--- src/hdl/assert_macros.svh ---
// Assertion shorthands for the RTL, used by ftcs_heat_diffusion_1d.
`ifndef ASSERT_MACROS_SVH
`define ASSERT_MACROS_SVH

// Same-cycle implication, disabled during reset.
`define ASSERT_IMPLIES(label, clk, rst, ante, cons) \
   label: assert property (@(posedge clk) disable iff (rst) (ante) |-> (cons)) \
      else $error("assertion failed");

// Next-cycle implication, disabled during reset.
`define ASSERT_NEXT(label, clk, rst, ante, cons) \
   label: assert property (@(posedge clk) disable iff (rst) (ante) |=> (cons)) \
      else $error("assertion failed");

`endif

--- src/hdl/fhd_pkg.sv ---
package fhd_pkg;

   // request action codes
   localparam logic [1:0] ACT_LOAD = 2'd0;
   localparam logic [1:0] ACT_STEP = 2'd1;
   localparam logic [1:0] ACT_EMIT = 2'd2;

   // configuration register indexes
   localparam logic [1:0] CSR_ALPHA = 2'd0;
   localparam logic [1:0] CSR_LEFT  = 2'd1;
   localparam logic [1:0] CSR_RIGHT = 2'd2;
   localparam logic [1:0] CSR_GRID  = 2'd3;

   localparam int IDX_W = 6;

   localparam logic [15:0] ALPHA_MAX   = 16'd32768;
   localparam logic [15:0] ALPHA_RESET = 16'd16384;
   localparam logic [6:0]  GRID_MIN    = 7'd3;
   localparam logic [6:0]  GRID_RESET  = 7'd64;

   // control that travels with one grid point through the update pipeline
   typedef struct packed {
      logic             valid;
      logic [IDX_W-1:0] index;
      logic             last;
      logic             use_ftcs;
   } pt_ctrl_type;

endpackage

--- src/hdl/fhd_ram.sv ---
module fhd_ram #(
   parameter int WIDTH = 24,
   parameter int DEPTH = 64
) (
   input  logic                     clock,
   input  logic                     wr_en,
   input  logic [$clog2(DEPTH)-1:0] wr_addr,
   input  logic [WIDTH-1:0]         wr_data,
   input  logic [$clog2(DEPTH)-1:0] rd_addr,
   output logic [WIDTH-1:0]         rd_data
);

   logic [WIDTH-1:0] mem_ff [DEPTH];
   logic [WIDTH-1:0] rd_data_ff;

   // read returns the old word on a same-address write
   always_ff @(posedge clock) begin
      if (wr_en) begin
         mem_ff[wr_addr] <= wr_data;
      end
      rd_data_ff <= mem_ff[rd_addr];
   end

   assign rd_data = rd_data_ff;

endmodule

--- src/hdl/fhd_update.sv ---
module fhd_update import fhd_pkg::*; #(
   parameter int TEMP_WIDTH = 24
) (
   input  logic                         clock,
   input  logic                         reset,
   input  logic                         en,
   input  logic [15:0]                  alpha_gain,
   input  pt_ctrl_type                  ctrl_in,
   input  logic signed [TEMP_WIDTH-1:0] left_temp,
   input  logic signed [TEMP_WIDTH-1:0] mid_temp,
   input  logic signed [TEMP_WIDTH-1:0] right_temp,
   input  logic signed [TEMP_WIDTH-1:0] bypass_temp,
   output pt_ctrl_type                  ctrl_out,
   output logic signed [TEMP_WIDTH-1:0] value_out,
   output logic                         busy
);

   localparam int LW = TEMP_WIDTH + 2;
   localparam int PW = TEMP_WIDTH + 19;
   localparam int SW = TEMP_WIDTH + 4;
   localparam logic signed [SW-1:0] SUM_MAX =
      {{(SW - TEMP_WIDTH + 1){1'b0}}, {(TEMP_WIDTH - 1){1'b1}}};
   localparam logic signed [SW-1:0] SUM_MIN = ~SUM_MAX;

   pt_ctrl_type                  ctrl_s1_ff, ctrl_s2_ff;
   logic signed [LW-1:0]         lap_s1_ff, lap_in;
   logic signed [TEMP_WIDTH-1:0] mid_s1_ff, byp_s1_ff, mid_s2_ff, byp_s2_ff;
   logic signed [PW-1:0]         prod_s2_ff, prod_in;
   logic [15:0]                  alpha_lim;
   logic signed [PW-1:0]         alpha_ext, lap_ext;
   logic signed [SW-1:0]         sum;
   logic signed [TEMP_WIDTH-1:0] sum_sat;

   // stage 1: discrete Laplacian
   assign lap_in = LW'(right_temp) - (LW'(mid_temp) <<< 1) + LW'(left_temp);

   // stage 2: scale by the clamped diffusion number
   assign alpha_lim = (alpha_gain > ALPHA_MAX) ? ALPHA_MAX : alpha_gain;
   assign alpha_ext = PW'($signed({1'b0, alpha_lim}));
   assign lap_ext   = PW'(lap_s1_ff);
   assign prod_in   = PW'(alpha_ext * lap_ext);

   always_ff @(posedge clock) begin
      if (reset) begin
         ctrl_s1_ff <= '0;
         ctrl_s2_ff <= '0;
      end else if (en) begin
         ctrl_s1_ff <= ctrl_in;
         ctrl_s2_ff <= ctrl_s1_ff;
      end
   end

   always_ff @(posedge clock) begin
      if (en) begin
         lap_s1_ff  <= lap_in;
         mid_s1_ff  <= mid_temp;
         byp_s1_ff  <= bypass_temp;
         prod_s2_ff <= prod_in;
         mid_s2_ff  <= mid_s1_ff;
         byp_s2_ff  <= byp_s1_ff;
      end
   end

   // floor shift by 16, add, saturate
   always_comb begin
      sum = SW'(mid_s2_ff) + SW'($signed(prod_s2_ff[PW-1:16]));
      if (sum > SUM_MAX) begin
         sum_sat = SUM_MAX[TEMP_WIDTH-1:0];
      end else if (sum < SUM_MIN) begin
         sum_sat = SUM_MIN[TEMP_WIDTH-1:0];
      end else begin
         sum_sat = sum[TEMP_WIDTH-1:0];
      end
   end

   assign value_out = ctrl_s2_ff.use_ftcs ? sum_sat : byp_s2_ff;
   assign ctrl_out  = ctrl_s2_ff;
   assign busy      = ctrl_s1_ff.valid | ctrl_s2_ff.valid;

endmodule

--- src/hdl/ftcs_heat_diffusion_1d.sv ---
// One-dimensional explicit heat diffusion engine, Q11.12 temperatures.
// Request channel (req_valid / req_stall): a load word writes one grid point;
// a step word advances the field one time step and then streams every point;
// an emit word streams the field without stepping. Both write left_temp /
// right_temp into the boundary points as they stream; a step reads the stored
// boundary values as neighbors.
// Response channel (rsp_valid / rsp_stall): one word per grid point, index 0
// first, rsp_last_point set on the last point in use (clamped grid size - 1).
// A step or emit word holds req_stall high while the sweep reads point 0,
// issues every point from the field RAM's single read port, one point per
// cycle unless the response stalls, and drains the two-stage update pipeline;
// only then is the next word taken.
// A stalled response holds the whole sweep: counter, read address and
// pipeline freeze together, so no point is lost.
// Reset (synchronous) restores the register defaults and clears the per-entry
// valid bits, so the field reads as all zeros without a clearing pass.
// Configuration writes are one-cycle strobes; the user must issue them only
// between words, as the block itself does not enforce this.

`include "assert_macros.svh"

module ftcs_heat_diffusion_1d import fhd_pkg::*; #(
   parameter int MAX_POINTS = 64,
   parameter int TEMP_WIDTH = 24
) (
   input  logic                    clock,
   input  logic                    reset,
   // request channel
   input  logic                    req_valid,
   output logic                    req_stall,
   input  logic [1:0]              req_action,
   input  logic [IDX_W-1:0]        req_point_index,
   input  logic signed [23:0]      req_point_value,
   // response channel
   output logic                    rsp_valid,
   input  logic                    rsp_stall,
   output logic [IDX_W-1:0]        rsp_out_index,
   output logic signed [23:0]      rsp_out_temp,
   output logic                    rsp_last_point,
   // configuration port
   input  logic                    csr_wen,
   input  logic [1:0]              csr_index,
   input  logic [23:0]             csr_wdata
);

   localparam int AW = $clog2(MAX_POINTS);
   localparam int CW = $clog2(MAX_POINTS + 1);
   localparam int WB = (TEMP_WIDTH > 24) ? TEMP_WIDTH : 24;
   localparam logic [6:0] GRID_MAX = 7'(MAX_POINTS);
   localparam logic signed [WB-1:0] STORE_MAX =
      {{(WB - TEMP_WIDTH + 1){1'b0}}, {(TEMP_WIDTH - 1){1'b1}}};
   localparam logic signed [WB-1:0] STORE_MIN = ~STORE_MAX;
   localparam logic signed [WB-1:0] WORD_MAX = {{(WB - 23){1'b0}}, {23{1'b1}}};
   localparam logic signed [WB-1:0] WORD_MIN = ~WORD_MAX;

   typedef enum logic [1:0] {ST_IDLE, ST_SWEEP, ST_DRAIN} state_type;

   // 24-bit value into the store width, saturating
   function automatic logic signed [TEMP_WIDTH-1:0] to_store(input logic signed [23:0] v);
      logic signed [WB-1:0] e;
      e = WB'(v);
      if (e > STORE_MAX) begin
         e = STORE_MAX;
      end else if (e < STORE_MIN) begin
         e = STORE_MIN;
      end
      return e[TEMP_WIDTH-1:0];
   endfunction

   // stored value out to the 24-bit response word, saturating
   function automatic logic signed [23:0] to_word(input logic signed [TEMP_WIDTH-1:0] v);
      logic signed [WB-1:0] e;
      e = WB'(v);
      if (e > WORD_MAX) begin
         e = WORD_MAX;
      end else if (e < WORD_MIN) begin
         e = WORD_MIN;
      end
      return e[23:0];
   endfunction

   state_type                    state_ff, state_in;
   logic [CW-1:0]                cnt_ff, cnt_in;
   logic                         step_ff, step_in;
   logic signed [TEMP_WIDTH-1:0] prev_old_ff, prev_old_in;
   logic signed [TEMP_WIDTH-1:0] mid_ff, mid_in;
   logic                         rsp_valid_ff, rsp_valid_in;
   logic [IDX_W-1:0]             rsp_index_ff, rsp_index_in;
   logic signed [23:0]           rsp_temp_ff, rsp_temp_in;
   logic                         rsp_last_ff, rsp_last_in;

   logic [15:0]                  alpha_ff;
   logic [23:0]                  left_ff, right_ff;
   logic [6:0]                   grid_ff;

   logic [MAX_POINTS-1:0]        valid_ff, valid_in;
   logic                         rd_valid_ff;

   logic [CW-1:0]                n_pts;
   logic                         advance, accept;
   logic [AW-1:0]                rd_addr, wr_addr;
   logic [TEMP_WIDTH-1:0]        ram_q, wr_data;
   logic                         wr_en, load_we, pipe_we;
   logic signed [TEMP_WIDTH-1:0] rd_word, left_store, right_store, bypass;
   logic                         first_pt, last_pt;
   pt_ctrl_type                  pa_ctrl, pb_ctrl;
   logic signed [TEMP_WIDTH-1:0] pb_value;
   logic                         pipe_busy;

   // points in use, clamped to the legal range
   always_comb begin
      if (grid_ff < GRID_MIN) begin
         n_pts = CW'(GRID_MIN);
      end else if (grid_ff > GRID_MAX) begin
         n_pts = CW'(GRID_MAX);
      end else begin
         n_pts = CW'(grid_ff);
      end
   end

   // the whole sweep moves only when the response register can take a word
   assign advance   = !rsp_valid_ff || !rsp_stall;
   assign req_stall = (state_ff != ST_IDLE);
   assign accept    = req_valid && !req_stall;

   assign left_store  = to_store($signed(left_ff));
   assign right_store = to_store($signed(right_ff));

   // never-written entries read as zero
   assign rd_word = rd_valid_ff ? $signed(ram_q) : '0;

   // stage A: cnt_ff = j + 1 while point j is issued; window holds j-1 and j
   assign first_pt = (cnt_ff == CW'(1));
   assign last_pt  = (cnt_ff == n_pts);
   always_comb begin
      pa_ctrl.valid    = (state_ff == ST_SWEEP) && (cnt_ff != '0);
      pa_ctrl.index    = IDX_W'(cnt_ff - CW'(1));
      pa_ctrl.last     = last_pt;
      pa_ctrl.use_ftcs = step_ff && !first_pt && !last_pt;
      if (first_pt) begin
         bypass = left_store;
      end else if (last_pt) begin
         bypass = right_store;
      end else begin
         bypass = mid_ff;
      end
   end

   fhd_update #(
      .TEMP_WIDTH (TEMP_WIDTH)
   ) u_update (
      .clock       (clock),
      .reset       (reset),
      .en          (advance),
      .alpha_gain  (alpha_ff),
      .ctrl_in     (pa_ctrl),
      .left_temp   (prev_old_ff),
      .mid_temp    (mid_ff),
      .right_temp  (rd_word),
      .bypass_temp (bypass),
      .ctrl_out    (pb_ctrl),
      .value_out   (pb_value),
      .busy        (pipe_busy)
   );

   // write port: loads while idle, sweep write-back otherwise
   assign load_we = accept && (req_action == ACT_LOAD) &&
                    ({1'b0, req_point_index} < GRID_MAX);
   assign pipe_we = advance && pb_ctrl.valid;
   assign wr_en   = load_we || pipe_we;
   assign wr_addr = pipe_we ? pb_ctrl.index[AW-1:0] : req_point_index[AW-1:0];
   assign wr_data = pipe_we ? pb_value : to_store(req_point_value);

   always_comb begin
      valid_in = valid_ff;
      if (wr_en) begin
         valid_in[wr_addr] = 1'b1;
      end
   end

   // read the entry the counter will point at next; a held counter re-reads
   assign rd_addr = (cnt_in < CW'(MAX_POINTS)) ? cnt_in[AW-1:0] : '0;

   fhd_ram #(
      .WIDTH (TEMP_WIDTH),
      .DEPTH (MAX_POINTS)
   ) u_field_ram (
      .clock   (clock),
      .wr_en   (wr_en),
      .wr_addr (wr_addr),
      .wr_data (wr_data),
      .rd_addr (rd_addr),
      .rd_data (ram_q)
   );

   always_comb begin
      state_in     = state_ff;
      cnt_in       = cnt_ff;
      step_in      = step_ff;
      prev_old_in  = prev_old_ff;
      mid_in       = mid_ff;
      rsp_valid_in = rsp_valid_ff;
      rsp_index_in = rsp_index_ff;
      rsp_temp_in  = rsp_temp_ff;
      rsp_last_in  = rsp_last_ff;
      unique case (state_ff)
         ST_IDLE: begin
            cnt_in = '0;
            if (accept) begin
               unique case (req_action)
                  ACT_STEP: begin
                     step_in  = 1'b1;
                     state_in = ST_SWEEP;
                  end
                  ACT_EMIT: begin
                     step_in  = 1'b0;
                     state_in = ST_SWEEP;
                  end
                  default: begin
                  end
               endcase
            end
         end
         ST_SWEEP: begin
            if (advance) begin
               // shift the old-value window one point right
               prev_old_in = mid_ff;
               mid_in      = rd_word;
               if (cnt_ff == n_pts) begin
                  cnt_in   = '0;
                  state_in = ST_DRAIN;
               end else begin
                  cnt_in = cnt_ff + CW'(1);
               end
            end
         end
         ST_DRAIN: begin
            cnt_in = '0;
            if (!pipe_busy) begin
               state_in = ST_IDLE;
            end
         end
         default: begin
            state_in = ST_IDLE;
         end
      endcase
      if (advance) begin
         rsp_valid_in = pb_ctrl.valid;
         rsp_index_in = pb_ctrl.index;
         rsp_temp_in  = to_word(pb_value);
         rsp_last_in  = pb_ctrl.last;
      end
   end

   always_ff @(posedge clock) begin
      if (reset) begin
         state_ff     <= ST_IDLE;
         cnt_ff       <= '0;
         step_ff      <= 1'b0;
         prev_old_ff  <= '0;
         mid_ff       <= '0;
         rsp_valid_ff <= 1'b0;
      end else begin
         state_ff     <= state_in;
         cnt_ff       <= cnt_in;
         step_ff      <= step_in;
         prev_old_ff  <= prev_old_in;
         mid_ff       <= mid_in;
         rsp_valid_ff <= rsp_valid_in;
      end
      rsp_index_ff <= rsp_index_in;
      rsp_temp_ff  <= rsp_temp_in;
      rsp_last_ff  <= rsp_last_in;
   end

   // entry valid bits and the registered valid of the read entry
   always_ff @(posedge clock) begin
      if (reset) begin
         valid_ff    <= '0;
         rd_valid_ff <= 1'b0;
      end else begin
         valid_ff    <= valid_in;
         rd_valid_ff <= valid_ff[rd_addr];
      end
   end

   // configuration registers
   always_ff @(posedge clock) begin
      if (reset) begin
         alpha_ff <= ALPHA_RESET;
         left_ff  <= '0;
         right_ff <= '0;
         grid_ff  <= GRID_RESET;
      end else if (csr_wen) begin
         unique case (csr_index)
            CSR_ALPHA: alpha_ff <= csr_wdata[15:0];
            CSR_LEFT:  left_ff  <= csr_wdata;
            CSR_RIGHT: right_ff <= csr_wdata;
            CSR_GRID:  grid_ff  <= csr_wdata[6:0];
         endcase
      end
   end

   assign rsp_valid      = rsp_valid_ff;
   assign rsp_out_index  = rsp_index_ff;
   assign rsp_out_temp   = rsp_temp_ff;
   assign rsp_last_point = rsp_last_ff;

   // the last-point flag sits on the final grid index
   `ASSERT_IMPLIES(a_last_index, clock, reset, rsp_valid_ff && rsp_last_ff,
      rsp_out_index == IDX_W'(n_pts - CW'(1)))
   // write-back never lands on the entry being read mid-sweep
   `ASSERT_IMPLIES(a_no_rw_clash, clock, reset,
      (state_ff == ST_SWEEP) && (cnt_ff != n_pts) && pipe_we, wr_addr != rd_addr)
   // requests are taken only with the update pipeline empty
   `ASSERT_IMPLIES(a_idle_empty, clock, reset, state_ff == ST_IDLE, !pipe_busy)

endmodule

--- config.mk ---
export PLATFORM = sky130hd
export DESIGN_NAME = ftcs_heat_diffusion_1d
export DESIGN_NICKNAME = d
export VERILOG_FILES = /design/src/hdl/fhd_pkg.sv /design/src/hdl/fhd_ram.sv /design/src/hdl/fhd_update.sv /design/src/hdl/ftcs_heat_diffusion_1d.sv
export VERILOG_INCLUDE_DIRS = /design/src /design/src/hdl
export SDC_FILE = /design/constraint.sdc
export NUM_CORES = 2
export LEC_CHECK = 0
export BUFFER_PORTS_ARGS = -buffer_cell sky130_fd_sc_hd__buf_2
export CAP_MARGIN = 40
export CORE_ASPECT_RATIO = 1.25
export CORE_MARGIN = 3
export CORE_UTILIZATION = 50
export DETAILED_ROUTE_END_ITERATION = 8
export PLACE_DENSITY = 0.65
export SLEW_MARGIN = 20
export SYNTH_ARGS = -nofsm -noshare
export SYNTH_HDL_FRONTEND = slang
export SYNTH_SLANG_ARGS = --single-unit
--- constraint.sdc ---
create_clock -name clock -period 13.76 [get_ports clock]
set_input_delay 4.128 -clock clock [delete_from_list [all_inputs] [get_ports clock]]
set_output_delay 4.128 -clock clock [all_outputs]
set_load 0.005 [all_outputs]
# Word-level counts from Yosys, hierarchy flattened
# Memory sizes are Yosys's and may differ from the RTL's. A register that Yosys moved wholly into a read port is not among the register bits.
# Index checks and enable logic that the tools add are counted.
[totals] regBits=409 latchBits=0 mem_bits_rw=1536 rom_bits=0 input_bits=63 out_inout_bits=33 word_cells=133 memories=1
[classes] n_addsub=5 n_mul=1 div_mod_pow=0 n_lt_le_gt_ge=17 n_eq_ne=14 shift=0 mux=35 bitwise_logic=2 n_reduce_logical=29
[memory_table] name="u_field_ram.mem_ff" depth=64 word_bits=24 read_ports=1 rd_ports_with_merged_regs=1 write_ports=1 line_no="fhd_ram.sv:13" source="logic [WIDTH-1:0] mem_ff [DEPTH];"
[op_table] cell="$mux 24" n=14
[op_table] cell="$gt 24x24->1 const B" n=4
[op_table] cell="$lt 24x24->1 const B" n=4
[op_table] cell="$or 64x64->64" n=1
[op_table] cell="$mul 17x26->43" n=1
[op_table] cell="$add 24x27->28" n=1
[op_table] cell="$gt 28x24->1 const B" n=1
[op_table] cell="$lt 28x24->1 const B" n=1
[op_table] cell="$mux 7" n=4
[op_table] cell="$add 26x24->26" n=1
[op_table] cell="$sub 24x25->26" n=1
[op_table] cell="$gt 16x16->1 const B" n=1
[op_table] cell="$mux 16" n=1
[op_table] cell="$lt 6x7->1 const B" n=2
[op_table] cell="$pmux 7 s2" n=1
[op_table] cell="$mux 6" n=2
[op_table] cell="$mux 2" n=5
[op_table] cell="$ne 2x2->1 const B" n=5
[op_table] cell="$reduce_and 2->1" n=5
[op_table] cell="$eq 2x2->1 const B" n=4
[op_table] cell="$add 7x1->7 const B" n=1
[op_table] cell="$eq 7x1->1 const B" n=1
[op_table] cell="$eq 7x7->1" n=1
[op_table] cell="$gt 7x7->1 const B" n=1
[op_table] cell="other kinds (20)" n=40

# Logic depth before layout (Yosys ltp)
[depth] word_depth=11 mapped_depth=28 mapped_depth_nobuf=27

# Cells and area by module
# A second synthesis with hierarchy kept.
[hier_totals] hier_cells=6096 area_unflattened_um2=92495.0
[modules_own_cells] module="fhd_ram" n_inst=1 cells_each=2610 area_per_inst_um2=59295.6 seq_area_each_um2=46604.7
[modules_own_cells] module="fhd_update" n_inst=1 cells_each=2334 area_per_inst_um2=23401.2 seq_area_each_um2=4834.6
[modules_own_cells] module="ftcs_heat_diffusion_1d" n_inst=1 cells_each=1152 area_per_inst_um2=9798.1 seq_area_each_um2=4834.6

# Worst setup path after synthesis
# OpenSTA, ideal clock, no wires.
[synth_timing] path_type="input to register" startpoint="input port rsp_stall" endpoint="register u_update.ctrl_s1_ff[2] (netlist bit)" t_arrival_ns=9.895 required_time_ns=13.381 setup_slack_ns=3.487 stages=5 cell_sequence="and2_1 -> inv_1 -> buf_2 -> buf_1 -> a211oi_1"
[synth_between] elab_chain_cells=2
[synth_lines] item="start: declaration" line_no="ftcs_heat_diffusion_1d.sv:36" source="input logic rsp_stall,"
[synth_lines] item="$logic_not 1->1" line_no="ftcs_heat_diffusion_1d.sv:122" source="assign advance = !rsp_valid_ff || !rsp_stall;"
[synth_lines] item="$logic_or 1x1->1" line_no="ftcs_heat_diffusion_1d.sv:122"
[synth_lines] item="end signal: assignment" line_no="fhd_update.sv:48" source="ctrl_s1_ff <= ctrl_in;"
[synth_lines] item="end: declaration" line_no="fhd_update.sv:25" source="pt_ctrl_type ctrl_s1_ff, ctrl_s2_ff;"
# No other way between the ends.
# A chain may end at the register's enable or synchronous reset.

# Worst setup path after layout
[layout_timing] startpoint="input port rsp_stall" endpoint="register u_field_ram.rd_data_ff[20] (netlist: u_field_ram.rd_data[20]) (read register of u_field_ram.mem_ff)"
[layout_between] elab_chain_cells=6
[layout_lines] item="$logic_not 1->1 *" line_no="ftcs_heat_diffusion_1d.sv:122"
[layout_lines] item="$logic_or 1x1->1 *" line_no="ftcs_heat_diffusion_1d.sv:122"
[layout_lines] item="$mux 7 *" line_no="ftcs_heat_diffusion_1d.sv:225" source="if (advance) begin"
[layout_lines] item="$pmux 7 s2 *" line_no="ftcs_heat_diffusion_1d.sv:206" source="unique case (state_ff)"
[layout_lines] item="$lt 7x7->1" line_no="ftcs_heat_diffusion_1d.sv:182" source="assign rd_addr = (cnt_in < CW'(MAX_POINTS)) ? cnt_in[AW-1:0] : '0;"
[layout_lines] item="$mux 6 *" line_no="ftcs_heat_diffusion_1d.sv:182"
[layout_lines] item="end: declaration" line_no="fhd_ram.sv:14" source="logic [WIDTH-1:0] rd_data_ff;"
# Mark *: on every way between the ends. The rest lies on a longest branch, timed or not.

==> results by group <==
Die
  • Cell row count: 175
  • DIE AREA: 188400 um2
  • Core Region: about 180000 um2
  • IO Pins: 96
  • Initial Util: 0.5034
  • Die width: roughly 390 um
  • Die Ht: 484.5 um

Placed design
  • HPWL after DPL: about 160000 um
  • Placed Instances: 9189
  • Dpl ws: 4.252 ns
  • Placed Area: 95290 um2
  • Global placer's final weighted congestion: roughly 0.90
  • PortBufs: 95

Synth
  • Mean post-synth cell area: 13.17 um2
  • Synth area leaders: edfxtp_1 (56%), fa_1 (9.4%), dfxtp_1 (5.2%), nand2_1 (3.3%), a21oi_1 (3.0%)
  • YS warnings: 0
  • Synth unique cells: 80
  • #FFs+latches synth: 1953
  • Cells after synthesis: 6956
  • Synth Area in Simple Gates: 0.07715
  • Post-synthesis mux area share: 0.02854
  • Most used DFF post-synth: edfxtp_1
  • Top cells by count, synth: edfxtp_1 (1716), nand2_1 (805), a21oi_1 (553), inv_1 (549), fa_1 (428)
  • Yosys top cell area share: 0.5626
  • Adder-Cell Fraction of Synth Area: 0.1155
  • EDFF count, synth: 1716
  • Sequential-to-total area share from yosys stat: 0.6144
  • Post-synth net total: about 7600
  • Syn Std Cell Area: 91600 um2
  • Most common cell in the netlist: edfxtp_1
  • Yosys top cell by area: edfxtp_1
  • Complex-gate fraction of the synthesized area: 0.1126
  • XOR/XNOR Fraction of Synth Area: 0.007841
  • Post-synth ARST share: 0
  • Largest family of logic cells by synthesized area: adder cells

Clock tree
  • CTS Buf Count: 180
  • Clock Tree Buf Depth: 3
  • H-tree depth: 4
  • Post-cts sizing count: 0
  • Post-CTS Setup Inserts: 0
  • Hold buffers post-CTS: 0
  • CTS tree: yes
  • Root buf cell: clkbuf_16
  • Clock transition at path regs: 0.07 ns
  • Clock latency on the worst-skew pair: between 0.8 and 0.9 ns
  • Clock sink count: around 2000

Critical path
  • FF-to-FF path depth: 26
  • CP Capture Type: flip-flop
  • Worst EP required: roughly 14 ns
  • R2r endpoint: u_update.prod_s2_ff[42]$_DFFE_PN_
  • Critical path class: in -> reg
  • Crit path launch type: input port
  • Crit Path Max Fanout: 122
  • Arrival time of the worst setup path: 9.39 ns
  • Reg2Reg Setup Slack: 5.48 ns
  • Reg2reg start: alpha_ff[4]$_SDFFE_PP0P_

Drt
  • WL met3: 21660 um
  • Via count: between 50000 and 60000
  • Met1 WL: 96700 um
  • DR vias/cell: between 6 and 7
  • Wire length on met2: 129100 um
  • DRT iter0 DRCs: just over 6000
  • Antenna-violating nets left: 0
  • DR top layer: met5
  • Remaining DRCs: 0
  • DRT Pass-1 Iters: 6
  • DR WL/cell: 27.77 um
  • Final wirelength: 265100 um

Global routing
  • Global Route Usage Sum: 0.2788
  • Vias in the first global route: approximately 60000
  • Total grt overflow: 0
  • Antenna violations before repair: 10
  • Largest net degree at the start of global routing: around 170
  • First-pass GRT wire length: about 390000 um

Final layout
  • Non-filler instance count after layout: 9545
  • Final instance area: between 100000 and 150000 um2
  • Area growth syn-to-layout: 10.73%
  • Layout cells sized above 1: 0.1037
  • Final Net Count: 7644

STA
  • Max Slew Vio Count: 0
  • Slew of the pin with the lowest slew margin: around 1.2 ns
  • RSZ-0062 raised after global routing: no
  • Post-layout min period: 8.662 ns
  • Post-Route Skew: around 0.04 ns
  • Final Hold Vio Count: 0
  • Setup TNS: 0 ns
  • F_max: about 0.12 GHz
  • Final worst slack: ~5.1 ns
  • Fin crit share: 0.6295
  • Final setup vio count: 0
  • Max-slew headroom: 0.2144

Pwr
  • P_leak: about 38 nW
  • Maximum vdd drop: 0.1337 mV
  • Total power: 12.29 mW
  • PD cells: 121.1 nW/um2

Hold path
  • Hold Crit Start: u_update.byp_s1_ff[18]$_DFFE_PN_
  • Worst hold path class: reg -> reg
  • Hold Path Depth: 0
  • Worst Hold End: u_update.byp_s2_ff[18]$_DFFE_PN_

Run status
  • Status: finished, final reports clean

Run
  • Max-cap viol count: 0
## worst max-delay path, stage by stage
cell	delay (ns)
buf_2	0.10
and2_1	0.21
buf_4	0.25
inv_8	0.55
nand2b_1	0.32
and3_1	0.32
a21oi_4	0.56
buf_12	0.54
buf_4	0.64
mux2i_1	0.17
a221oi_1	0.40
o32a_1	0.39
o2111ai_1	0.39
o41ai_2	0.13
## flip-flops by register name, summed over array words and instances, names as in the netlist, 24 cells and up
signal / cells
right_ff: 24
u_field_ram.rd_data: 24
prev_old_ff: 24
u_update.prod_s2_ff: 27
rsp_out_temp: 24
left_ff: 24
u_update.byp_s2_ff: 24
u_update.mid_s2_ff: 24
valid_ff: 64
u_update.lap_s1_ff: 26
u_field_ram.mem_ff: 1536
mid_ff: 24
u_update.byp_s1_ff: 24
u_update.mid_s1_ff: 24
## layer usage
metal  vias up  track usage
met3       667      0.04879
met2      2840       0.4657
met4         4       0.1579
met1     30170       0.3436
met5         -            0
li1      25430            -
## metrics by stage
step / utilization / hold slack, ns
finish: 0.5574 / 0.3950
global route: 0.5573 / 0.4086
CTS: 0.5562 / 0.3989
detailed placement: 0.5237 / 0.4045
global placement: 0.5213 / 0.4016
floorplan: - / 0.4003
## layout by cell type, fill, tap and decap left out, drive strengths merged, types with 65 or more instances in the layout
| cell | count |
|---|---|
| nor2 | 300 |
| a221oi | 149 |
| inv | 562 |
| o221ai | 198 |
| clkinv | 69 |
| and2 | 222 |
| edfxtp | 1716 |
| clkbuf | 236 |
| a21oi | 554 |
| buf | 296 |
| nor3 | 65 |
| ha | 161 |
| mux2i | 233 |
| o22ai | 194 |
| fa | 428 |
| dfxtp | 237 |
| nand2 | 805 |
| o21ai | 117 |
## final cells by class
type / instances / area (um2)
clock buffer: 236 / 4885
timing repair buffer: 296 / 2430
fill: 14520 / 80530
sequential: 1953 / 56270
tap: 2389 / 2989
clock inverter: 99 / 1035
inverter: 549 / 2068
multi-input combinational: 4012 / 31710
antenna: 11 / 27.53
## how the worst max path moves through the flow
stage / cells past startpoint / endpoint / from / slack (ns)
6_report: 14 / u_field_ram.rd_data[20]$_DFF_P_ / rsp_stall / 5.10
5_1_grt: 14 / u_field_ram.rd_data[19]$_DFF_P_ / rsp_stall / 4.88
4_1_cts: 13 / u_field_ram.rd_data[17]$_DFF_P_ / rsp_stall / 5.13
3_5_place_dp: 13 / u_field_ram.rd_data[17]$_DFF_P_ / rsp_stall / 4.25
3_3_place_gp: 13 / u_field_ram.rd_data[22]$_DFF_P_ / rsp_stall / 4.20
2_1_floorplan: 5 / u_update.ctrl_s1_ff[2]$_SDFFE_PP0N_ / rsp_stall / 3.49
## cell families (layout without fill, tap and decap cells)
group,count (synthesis),after routing
muxes,258,258
DFF,1953,1953
other,0,11
AOI/OAI and AO/OA,1499,1499
and+or+nand+nor,1584,1584
adders and majority gates,589,589
buffers and inverters,991,1180
xor gates and xnor gates,82,82
## where the power goes
group	switching (mW)	internal [mW]
combinational	0.518	0.227
clock	2.19	2.82
sequential	0.0562	6.48
Power figures use the tool's default switching activity.
